[config.mk]
export PLATFORM = sky130hd
export DESIGN_NAME = expression_language_tokenizer
export DESIGN_NICKNAME = d
export VERILOG_FILES = /design/src/rtl/core/exprtok_pkg.sv /design/src/rtl/core/exprtok_lexer.sv /design/src/rtl/core/exprtok_queue.sv /design/src/rtl/core/expression_language_tokenizer.sv
export SDC_FILE = /design/constraint.sdc
export NUM_CORES = 1
export LEC_CHECK = 0
export BUFFER_PORTS_ARGS = -buffer_cell sky130_fd_sc_hd__buf_2
export CAP_MARGIN = 15
export CORE_MARGIN = 5
export CORE_UTILIZATION = 40
export CTS_CLUSTER_DIAMETER = 120
export CTS_CLUSTER_SIZE = 8
export DETAILED_ROUTE_END_ITERATION = 12
export GPL_ROUTABILITY_DRIVEN = 1
export MAX_ROUTING_LAYER = met4
export PLACE_DENSITY = 0.64
export SYNTH_ARGS = -nofsm -noshare
export SYNTH_HDL_FRONTEND = slang
export SYNTH_SLANG_ARGS = --single-unit
[constraint.sdc]
create_clock -name clk -period 8.29 [get_ports clk]
set_clock_uncertainty 0.2 [all_clocks]
set_input_delay 0.4145 -clock clk [delete_from_list [all_inputs] [get_ports clk]]
set_output_delay 0.4145 -clock clk [all_outputs]
set_load 0.01 [all_outputs]
[src/rtl/core/exprtok_pkg.sv]
// Shared types, constants and helper functions for the expression tokenizer.
// No dependencies; used by exprtok_lexer, exprtok_queue and the top level.
`timescale 1ns / 1ps

package exprtok_pkg;

    localparam int POSITION_BITS = 32;
    localparam int LENGTH_BITS   = 16;
    localparam int KW_LEN        = 5;

    localparam int QUEUE_DEPTH   = 4;
    localparam int QUEUE_AW      = $clog2(QUEUE_DEPTH);

    typedef enum logic [3:0] {
        TOK_IDENT     = 4'd0,
        TOK_LET       = 4'd1,
        TOK_PRINT     = 4'd2,
        TOK_RPAREN    = 4'd3,
        TOK_LPAREN    = 4'd4,
        TOK_PLUS      = 4'd5,
        TOK_MINUS     = 4'd6,
        TOK_EQUAL     = 4'd7,
        TOK_STAR      = 4'd8,
        TOK_SLASH     = 4'd9,
        TOK_SEMICOLON = 4'd10,
        TOK_NUMBER    = 4'd11,
        TOK_END       = 4'd12,
        TOK_UNKNOWN   = 4'd13
    } tok_kind_t;

    typedef enum logic [1:0] {
        RUN_NONE   = 2'd0,
        RUN_WORD   = 2'd1,
        RUN_NUMBER = 2'd2
    } run_kind_t;

    typedef struct packed {
        tok_kind_t   kind;
        logic [31:0] start;
        logic [15:0] length;
        logic [7:0]  chr;
        logic        last;
    } tok_result_t;

    // keyword spellings, one byte per index
    function automatic logic [7:0] kw_let_char(input logic [2:0] idx);
        logic [7:0] c;
        case (idx)
            3'd0:    c = 8'h6D; // m
            3'd1:    c = 8'h61; // a
            3'd2:    c = 8'h6E; // n
            3'd3:    c = 8'h6C; // l
            3'd4:    c = 8'h6F; // o
            default: c = 8'h00;
        endcase
        return c;
    endfunction

    function automatic logic [7:0] kw_print_char(input logic [2:0] idx);
        logic [7:0] c;
        case (idx)
            3'd0:    c = 8'h63; // c
            3'd1:    c = 8'h68; // h
            3'd2:    c = 8'h61; // a
            3'd3:    c = 8'h70; // p
            3'd4:    c = 8'h6F; // o
            default: c = 8'h00;
        endcase
        return c;
    endfunction

    function automatic tok_kind_t symbol_kind(input logic [7:0] c);
        tok_kind_t k;
        case (c)
            8'h29:   k = TOK_RPAREN;
            8'h28:   k = TOK_LPAREN;
            8'h2B:   k = TOK_PLUS;
            8'h2D:   k = TOK_MINUS;
            8'h3D:   k = TOK_EQUAL;
            8'h2A:   k = TOK_STAR;
            8'h2F:   k = TOK_SLASH;
            8'h3B:   k = TOK_SEMICOLON;
            default: k = TOK_UNKNOWN;
        endcase
        return k;
    endfunction

    function automatic logic [31:0] sat_start(input logic [POSITION_BITS-1:0] v);
        logic [63:0] w;
        w = 64'(v);
        return (w > 64'h0000_0000_FFFF_FFFF) ? 32'hFFFF_FFFF : w[31:0];
    endfunction

    function automatic logic [15:0] sat_length(input logic [LENGTH_BITS-1:0] v);
        logic [31:0] w;
        w = 32'(v);
        return (w > 32'h0000_FFFF) ? 16'hFFFF : w[15:0];
    endfunction

endpackage

[src/rtl/core/exprtok_lexer.sv]
// Per-byte lexer: run state registers plus the logic that forms up to two tokens.
// Depends on exprtok_pkg.
`timescale 1ns / 1ps

module exprtok_lexer
(
    input  logic                      clk,
    input  logic                      rst_n,
    input  logic                      accept,
    input  logic                      op,
    input  logic [7:0]                char_in,
    output exprtok_pkg::tok_result_t  res0,
    output exprtok_pkg::tok_result_t  res1,
    output logic [1:0]                res_cnt
);

    localparam logic [exprtok_pkg::POSITION_BITS-1:0] POS_MAX = '1;
    localparam logic [exprtok_pkg::LENGTH_BITS-1:0]   LEN_MAX = '1;
    localparam logic [exprtok_pkg::LENGTH_BITS-1:0]   KW_LEN_L =
        exprtok_pkg::LENGTH_BITS'(exprtok_pkg::KW_LEN);

    exprtok_pkg::run_kind_t                 run_kind_reg, run_kind_next;
    logic [exprtok_pkg::POSITION_BITS-1:0]  run_start_reg, run_start_next;
    logic [exprtok_pkg::LENGTH_BITS-1:0]    run_length_reg, run_length_next;
    logic [exprtok_pkg::POSITION_BITS-1:0]  position_reg, position_next;
    logic                                   let_match_reg, let_match_next;
    logic                                   print_match_reg, print_match_next;

    logic                      alpha, digit, space, is_sym;
    exprtok_pkg::run_kind_t    want;
    logic                      close_run;
    logic                      in_kw;
    logic [2:0]                kw_idx;
    exprtok_pkg::tok_result_t  run_tok, second_tok;
    logic                      has_second;

    always_comb
    begin
        alpha  = (char_in >= 8'h61 && char_in <= 8'h7A) || (char_in >= 8'h41 && char_in <= 8'h5A);
        digit  = (char_in >= 8'h30 && char_in <= 8'h39);
        space  = (char_in == 8'h20) || (char_in >= 8'h09 && char_in <= 8'h0D);
        is_sym = !alpha && !digit && !space;
        want   = alpha ? exprtok_pkg::RUN_WORD : exprtok_pkg::RUN_NUMBER;

        close_run = (run_kind_reg != exprtok_pkg::RUN_NONE) &&
                    (op || !(alpha || digit) || run_kind_reg != want);

        in_kw  = run_length_reg < KW_LEN_L;
        kw_idx = in_kw ? run_length_reg[2:0] : 3'd0;
    end

    // token for the run being closed
    always_comb
    begin
        run_tok.start  = exprtok_pkg::sat_start(run_start_reg);
        run_tok.length = exprtok_pkg::sat_length(run_length_reg);
        run_tok.chr    = 8'h00;
        run_tok.last   = 1'b0;
        if (run_kind_reg == exprtok_pkg::RUN_NUMBER)
            run_tok.kind = exprtok_pkg::TOK_NUMBER;
        else if (let_match_reg && run_length_reg == KW_LEN_L)
            run_tok.kind = exprtok_pkg::TOK_LET;
        else if (print_match_reg && run_length_reg == KW_LEN_L)
            run_tok.kind = exprtok_pkg::TOK_PRINT;
        else
            run_tok.kind = exprtok_pkg::TOK_IDENT;
    end

    // end, symbol or unknown token caused by the byte itself
    always_comb
    begin
        second_tok.start = exprtok_pkg::sat_start(position_reg);
        second_tok.last  = 1'b1;
        if (op)
        begin
            second_tok.kind   = exprtok_pkg::TOK_END;
            second_tok.length = 16'd0;
            second_tok.chr    = 8'h00;
        end
        else
        begin
            second_tok.kind   = exprtok_pkg::symbol_kind(char_in);
            second_tok.length = 16'd1;
            second_tok.chr    = char_in;
        end
        has_second = op || is_sym;
    end

    always_comb
    begin
        res1 = second_tok;
        if (close_run)
        begin
            res0      = run_tok;
            res0.last = !has_second;
            res_cnt   = has_second ? 2'd2 : 2'd1;
        end
        else
        begin
            res0    = second_tok;
            res_cnt = has_second ? 2'd1 : 2'd0;
        end
    end

    always_comb
    begin
        run_kind_next    = run_kind_reg;
        run_start_next   = run_start_reg;
        run_length_next  = run_length_reg;
        position_next    = position_reg;
        let_match_next   = let_match_reg;
        print_match_next = print_match_reg;
        if (op)
        begin
            run_kind_next    = exprtok_pkg::RUN_NONE;
            run_start_next   = '0;
            run_length_next  = '0;
            position_next    = '0;
            let_match_next   = 1'b0;
            print_match_next = 1'b0;
        end
        else
        begin
            if (alpha || digit)
            begin
                if (run_kind_reg == want)
                begin
                    let_match_next   = let_match_reg && in_kw &&
                                       char_in == exprtok_pkg::kw_let_char(kw_idx);
                    print_match_next = print_match_reg && in_kw &&
                                       char_in == exprtok_pkg::kw_print_char(kw_idx);
                    if (run_length_reg != LEN_MAX)
                        run_length_next = run_length_reg + 1'b1;
                end
                else
                begin
                    run_kind_next    = want;
                    run_start_next   = position_reg;
                    run_length_next  = exprtok_pkg::LENGTH_BITS'(1);
                    let_match_next   = alpha && char_in == exprtok_pkg::kw_let_char(3'd0);
                    print_match_next = alpha && char_in == exprtok_pkg::kw_print_char(3'd0);
                end
            end
            else if (close_run)
            begin
                run_kind_next    = exprtok_pkg::RUN_NONE;
                run_length_next  = '0;
                let_match_next   = 1'b0;
                print_match_next = 1'b0;
            end
            if (position_reg != POS_MAX)
                position_next = position_reg + 1'b1;
        end
    end

    always_ff @(posedge clk or negedge rst_n)
    begin
        if (!rst_n)
        begin
            run_kind_reg    <= exprtok_pkg::RUN_NONE;
            run_start_reg   <= '0;
            run_length_reg  <= '0;
            position_reg    <= '0;
            let_match_reg   <= 1'b0;
            print_match_reg <= 1'b0;
        end
        else if (accept)
        begin
            run_kind_reg    <= run_kind_next;
            run_start_reg   <= run_start_next;
            run_length_reg  <= run_length_next;
            position_reg    <= position_next;
            let_match_reg   <= let_match_next;
            print_match_reg <= print_match_next;
        end
    end

endmodule

[src/rtl/core/exprtok_queue.sv]
// Small result queue: takes up to two tokens a cycle, hands out one per request.
// Depends on exprtok_pkg.
`timescale 1ns / 1ps

module exprtok_queue
(
    input  logic                      clk,
    input  logic                      rst_n,
    input  logic [1:0]                push_cnt,
    input  exprtok_pkg::tok_result_t  push0,
    input  exprtok_pkg::tok_result_t  push1,
    output logic                      room2,
    output logic                      out_valid,
    input  logic                      out_ready,
    output exprtok_pkg::tok_result_t  head
);

    localparam int CW = exprtok_pkg::QUEUE_AW + 1;

    exprtok_pkg::tok_result_t          mem [exprtok_pkg::QUEUE_DEPTH];
    logic [exprtok_pkg::QUEUE_AW-1:0]  rd_ptr_reg, rd_ptr_next;
    logic [exprtok_pkg::QUEUE_AW-1:0]  wr_ptr_reg, wr_ptr_next;
    logic [CW-1:0]                     count_reg, count_next;
    logic                              pop;

    always_comb
    begin
        out_valid   = count_reg != '0;
        pop         = out_valid && out_ready;
        room2       = count_reg <= CW'(exprtok_pkg::QUEUE_DEPTH - 2);
        head        = mem[rd_ptr_reg];
        rd_ptr_next = rd_ptr_reg + exprtok_pkg::QUEUE_AW'(pop);
        wr_ptr_next = wr_ptr_reg + exprtok_pkg::QUEUE_AW'(push_cnt);
        count_next  = count_reg + CW'(push_cnt) - CW'(pop);
    end

    always_ff @(posedge clk)
    begin
        if (push_cnt != 2'd0)
            mem[wr_ptr_reg] <= push0;
        if (push_cnt == 2'd2)
            mem[wr_ptr_reg + 1'b1] <= push1;
    end

    always_ff @(posedge clk or negedge rst_n)
    begin
        if (!rst_n)
        begin
            rd_ptr_reg <= '0;
            wr_ptr_reg <= '0;
            count_reg  <= '0;
        end
        else
        begin
            rd_ptr_reg <= rd_ptr_next;
            wr_ptr_reg <= wr_ptr_next;
            count_reg  <= count_next;
        end
    end

endmodule

[src/rtl/core/expression_language_tokenizer.sv]
// Top level of the expression tokenizer: lexer state plus result queue.
// Depends on exprtok_pkg, exprtok_lexer and exprtok_queue.
//
//  channel | signals                                           | dir
//  --------+---------------------------------------------------+-----
//  input   | in_valid, in_ready, op, char_in                   | in
//  result  | out_valid, out_ready, token_kind, token_start,    | out
//          | token_length, token_char, last_result             |
//
// One byte or end request is taken per cycle while in_ready is high; its
// tokens (zero to two) are formed in the same cycle and land in a four-entry
// queue, first visible the next cycle. Results leave at one per cycle while
// out_ready is high. in_ready drops while the queue has fewer than two free
// entries. rst_n clears the lexer state and empties the queue.
`timescale 1ns / 1ps

module expression_language_tokenizer
(
    input  logic        clk,
    input  logic        rst_n,
    input  logic        in_valid,
    output logic        in_ready,
    input  logic        op,
    input  logic [7:0]  char_in,
    output logic        out_valid,
    input  logic        out_ready,
    output logic [3:0]  token_kind,
    output logic [31:0] token_start,
    output logic [15:0] token_length,
    output logic [7:0]  token_char,
    output logic        last_result
);

    logic                      accept;
    logic                      room2;
    logic [1:0]                res_cnt;
    logic [1:0]                push_cnt;
    exprtok_pkg::tok_result_t  res0, res1, head;

    assign accept   = in_valid && in_ready;
    assign in_ready = room2;
    assign push_cnt = accept ? res_cnt : 2'd0;

    exprtok_lexer u_lexer
    (
        .clk     (clk),
        .rst_n   (rst_n),
        .accept  (accept),
        .op      (op),
        .char_in (char_in),
        .res0    (res0),
        .res1    (res1),
        .res_cnt (res_cnt)
    );

    exprtok_queue u_queue
    (
        .clk       (clk),
        .rst_n     (rst_n),
        .push_cnt  (push_cnt),
        .push0     (res0),
        .push1     (res1),
        .room2     (room2),
        .out_valid (out_valid),
        .out_ready (out_ready),
        .head      (head)
    );

    assign token_kind   = head.kind;
    assign token_start  = head.start;
    assign token_length = head.length;
    assign token_char   = head.chr;
    assign last_result  = head.last;

endmodule
==> flow_summary.toml <==
[power]
p_comb_share_pct = 23.5
total_leakage_power_nw = 6.30
power_frac_seq_pct = 41.7
p_sw_share_pct = 31.0
p_per_area_nw_per_um2 = 282
p_sw_mw = 1.57
vdd_drop_max_mv = 0.163
internal-power_mw = 3.51
p_clk_share_pct = 34.8

[worst_hold_path]
hold_class = "primary input to flop"
holdCritStartpoint = "out_ready"
holdPathEnd = "u_queue.rd_ptr_reg[0]$_DFF_PN0_"
hold_depth = 3

[finish]
fillers = 3519
syn_to_final_growth_pct = 13.3
drive_gt1_share_pct = 18.3
nets = 1312
num_antenna_cells = 0
largest_reg_flops = 244

[floorplan]
rows = 73
die_height_um = 209
die_w_um = 209
die-area_sq_um = 43900
start_util_pct = 40.2
coreArea_sq_um = 39500
ios = 76

[cts]
root_buffer = "clkbuf_16"
clkLatencyLatePin_ps = 550
htreeDepth = 2
clock_path_buffers = 3
tritoncts = "yes"
clock_sinks = 335
clk_pin_slew_ps = 50
cts_buffers = 47

[sta]
finalSetupViolCount = 0
final.period_utilization_pct = 50.4
tns_ps = 0
period_minus_slack_ps = 4170
maxSlewViolCount = 0
tightest_slew_ps = 1080
whs_ps = 59.8
max_clock_freq_mhz = 240
finalHoldViolCount = 0
finalWorstSetupSlack_ps = 4120
max_slew_margin_pct = 27.7
rsz0062_at_grt = "false"

[worst_setup_path]
crit_arrival_ps = 4140
reg2reg_slack_ps = 4310
reg2reg_to = "u_queue.mem[2][50]$_DFFE_PP_"
cp_common_cell = "buf_4"
cpPeakStageDelay_ps = 600
slowest_stage = "buf_4"
crit_path_max_fanout = 46
required_ps = 8260
worstSetupEndpointType = "flop"
worstReg2RegStart = "u_queue.count_reg[1]$_DFF_PN0_"
start_kind = "primary input"
r2r_cells = 8
critPathKind = "primary input to flop"
crit_chain = "buf_2 > or4_4 > o221a_2 > nand2_2 > o21ai_1 > buf_4 > inv_2 > ha_1 > nor2b_1 > nand2_1 > nor3_1 > nor2_1 > buf_4 > inv_2 > buf_4"

[routing]
wl_mm = 41.0
first_pass_iters = 5
drtIter0Drc = 941
wl_per_cell_um = 22.2
drc_errors = 0
vias = 11100
routed_via_density = 6.02
ant_nets = 0

[synthesis]
synth_most_common_cell = "a22o_1"
synth-edff-count = 180
ys_types = 72
synth_cells = 1268
synthFlopType = "edfxtp_1"
synth_warnings = 0
ys_seq_area_share_pct = 56.3
ys_ff_latch = 335
async_flop_share_pct = 27.2
yosysTopAreaCell = "edfxtp_1"
syn_area_per_cell_sq_um = 12.5
syn_area_sq_um = 15900
ys_top_cells_by_count = "223 x a22o_1, 180 x edfxtp_1, 96 x nor2_1, 91 x dfrtp_1, 72 x clkbuf_1"
syn-num-nets = 1292
synth.area.top_cells = "edfxtp_1 34%, dfrtp_1 14%, a22o_1 12%"
yosys.area.top_type_share_pct = 34.0

[placement]
pre_cts_ws_ps = 3600
io_buffers = 75
gp_congestion = 0.896
hpwl_mm = 24.7

[global_route]
antenna_found_initial = 0
grt_pass1_wl_mm = 65.5
track_usage_pct = 19.1
grt_max_degree = 66
grt-ovfl-total = 0
grt_pass1_vias = 11200

[flow_run]
drv_cap = 0

[run_status]
status = "complete, no violations"
power by group through the flow:
stage / Sequential [mW] / Clock [mW] / Combinational [mW]
floorplan: 2.02 / 0 / 0.875
global placement: 2.14 / 0 / 1.20
detailed placement: 2.15 / 0 / 1.21
CTS: 2.12 / 1.80 / 1.21
global route: 2.15 / 1.88 / 1.30
finish: 2.12 / 1.77 / 1.20
worst max-delay path, delay by kind of cell:
family / cells / cell delay, ps
AND/OR/NAND/NOR: 6 / 1480
AO/OA/AOI/OAI: 2 / 390
buffers and inverters: 6 / 1490
adder cells (fa/ha/maj): 1 / 310
metrics by stage:
stage | utilization [%] | power [mW] | area, sq um | cells
after floorplan | - | 2.90 | 15900 | 1268
after global placement | 42.0 | 3.34 | 16600 | 1761
after detailed placement | 42.0 | 3.36 | 16600 | 1761
after CTS | 45.4 | 5.13 | 18000 | 1847
after global routing | 45.6 | 5.32 | 18000 | 1849
final | 45.6 | 5.08 | 18000 | 1849
kinds of logic after synthesis:
logic type,after synthesis,synth area share (%)
DFF,335,56.3
muxes,63,8.77
AOI/OAI and AO/OA,383,19.0
and+or+nand+nor,303,9.47
buffers and inverters,149,4.18
adders and majority gates,11,0.912
xor gates and xnor gates,24,1.32
layout by cell type (no fill, tap or decap), types with 5 or more instances in the layout:
cell,instances
a211oi_1,5
a21oi_1,32
a22o_1,223
a31oi_1,10
and3_1,8
buf_2,74
buf_4,20
clkbuf_1,35
clkbuf_16,48
dfrtp_1,89
dfxtp_1,64
edfxtp_1,180
ha_1,10
inv_1,18
inv_2,5
mux4_2,61
nand2_1,56
nand2b_1,16
nand3_1,27
nand4_1,15
nor2_1,92
nor2b_1,9
nor3_1,19
nor3b_1,5
nor4_1,6
o21ai_0,39
o21ai_4,5
o22ai_1,14
o31ai_1,17
o32ai_1,5
or2_2,5
or3_1,18
or4_1,6
xnor2_1,18
xor2_1,6
metal layers:
layer  share of wire, %  GRT usage [%]  up-vias
met1                 43           25.6     5669
met5                  0              -        -
li1                   -              -     5016
met3                6.2           2.94       75
met4                2.4           5.27        0
met2                 48           30.5      373
layout make-up:
cell class                      count  area (sq um)  share of cell area (%)
Tap cell                          525           657                    3.64
Multi-Input combinational cell    784          6370                    35.3
Clock buffer                       83          1330                    7.39
Sequential cell                   335          8970                    49.8
Clock inverter                      2          25.0                   0.139
Inverter                           23          86.3                   0.479
Timing Repair Buffer               97           586                    3.25
timing repair:
item | in CTS | in global routing
resized for setup | 0 | 0
buffers inserted | 0 | 0
hold buffers | 1 | 0
endpoints found under the hold margin | 26 | 0
worst max-delay path by stage:
stage,depth (start not counted),to,startpoint,slack [ps]
2_1_floorplan,13,u_queue.mem[0][1]$_DFFE_PP_,char_in[3],4050
3_3_place_gp,15,u_queue.mem[1][50]$_DFFE_PP_,char_in[2],3610
3_5_place_dp,15,u_queue.mem[1][49]$_DFFE_PP_,char_in[2],3600
4_1_cts,15,u_queue.mem[1][40]$_DFFE_PP_,char_in[2],4170
5_1_grt,15,u_queue.mem[1][37]$_DFFE_PP_,char_in[2],3760
6_report,15,u_queue.mem[1][49]$_DFFE_PP_,char_in[2],4120
Power figures use the tool's default switching activity.
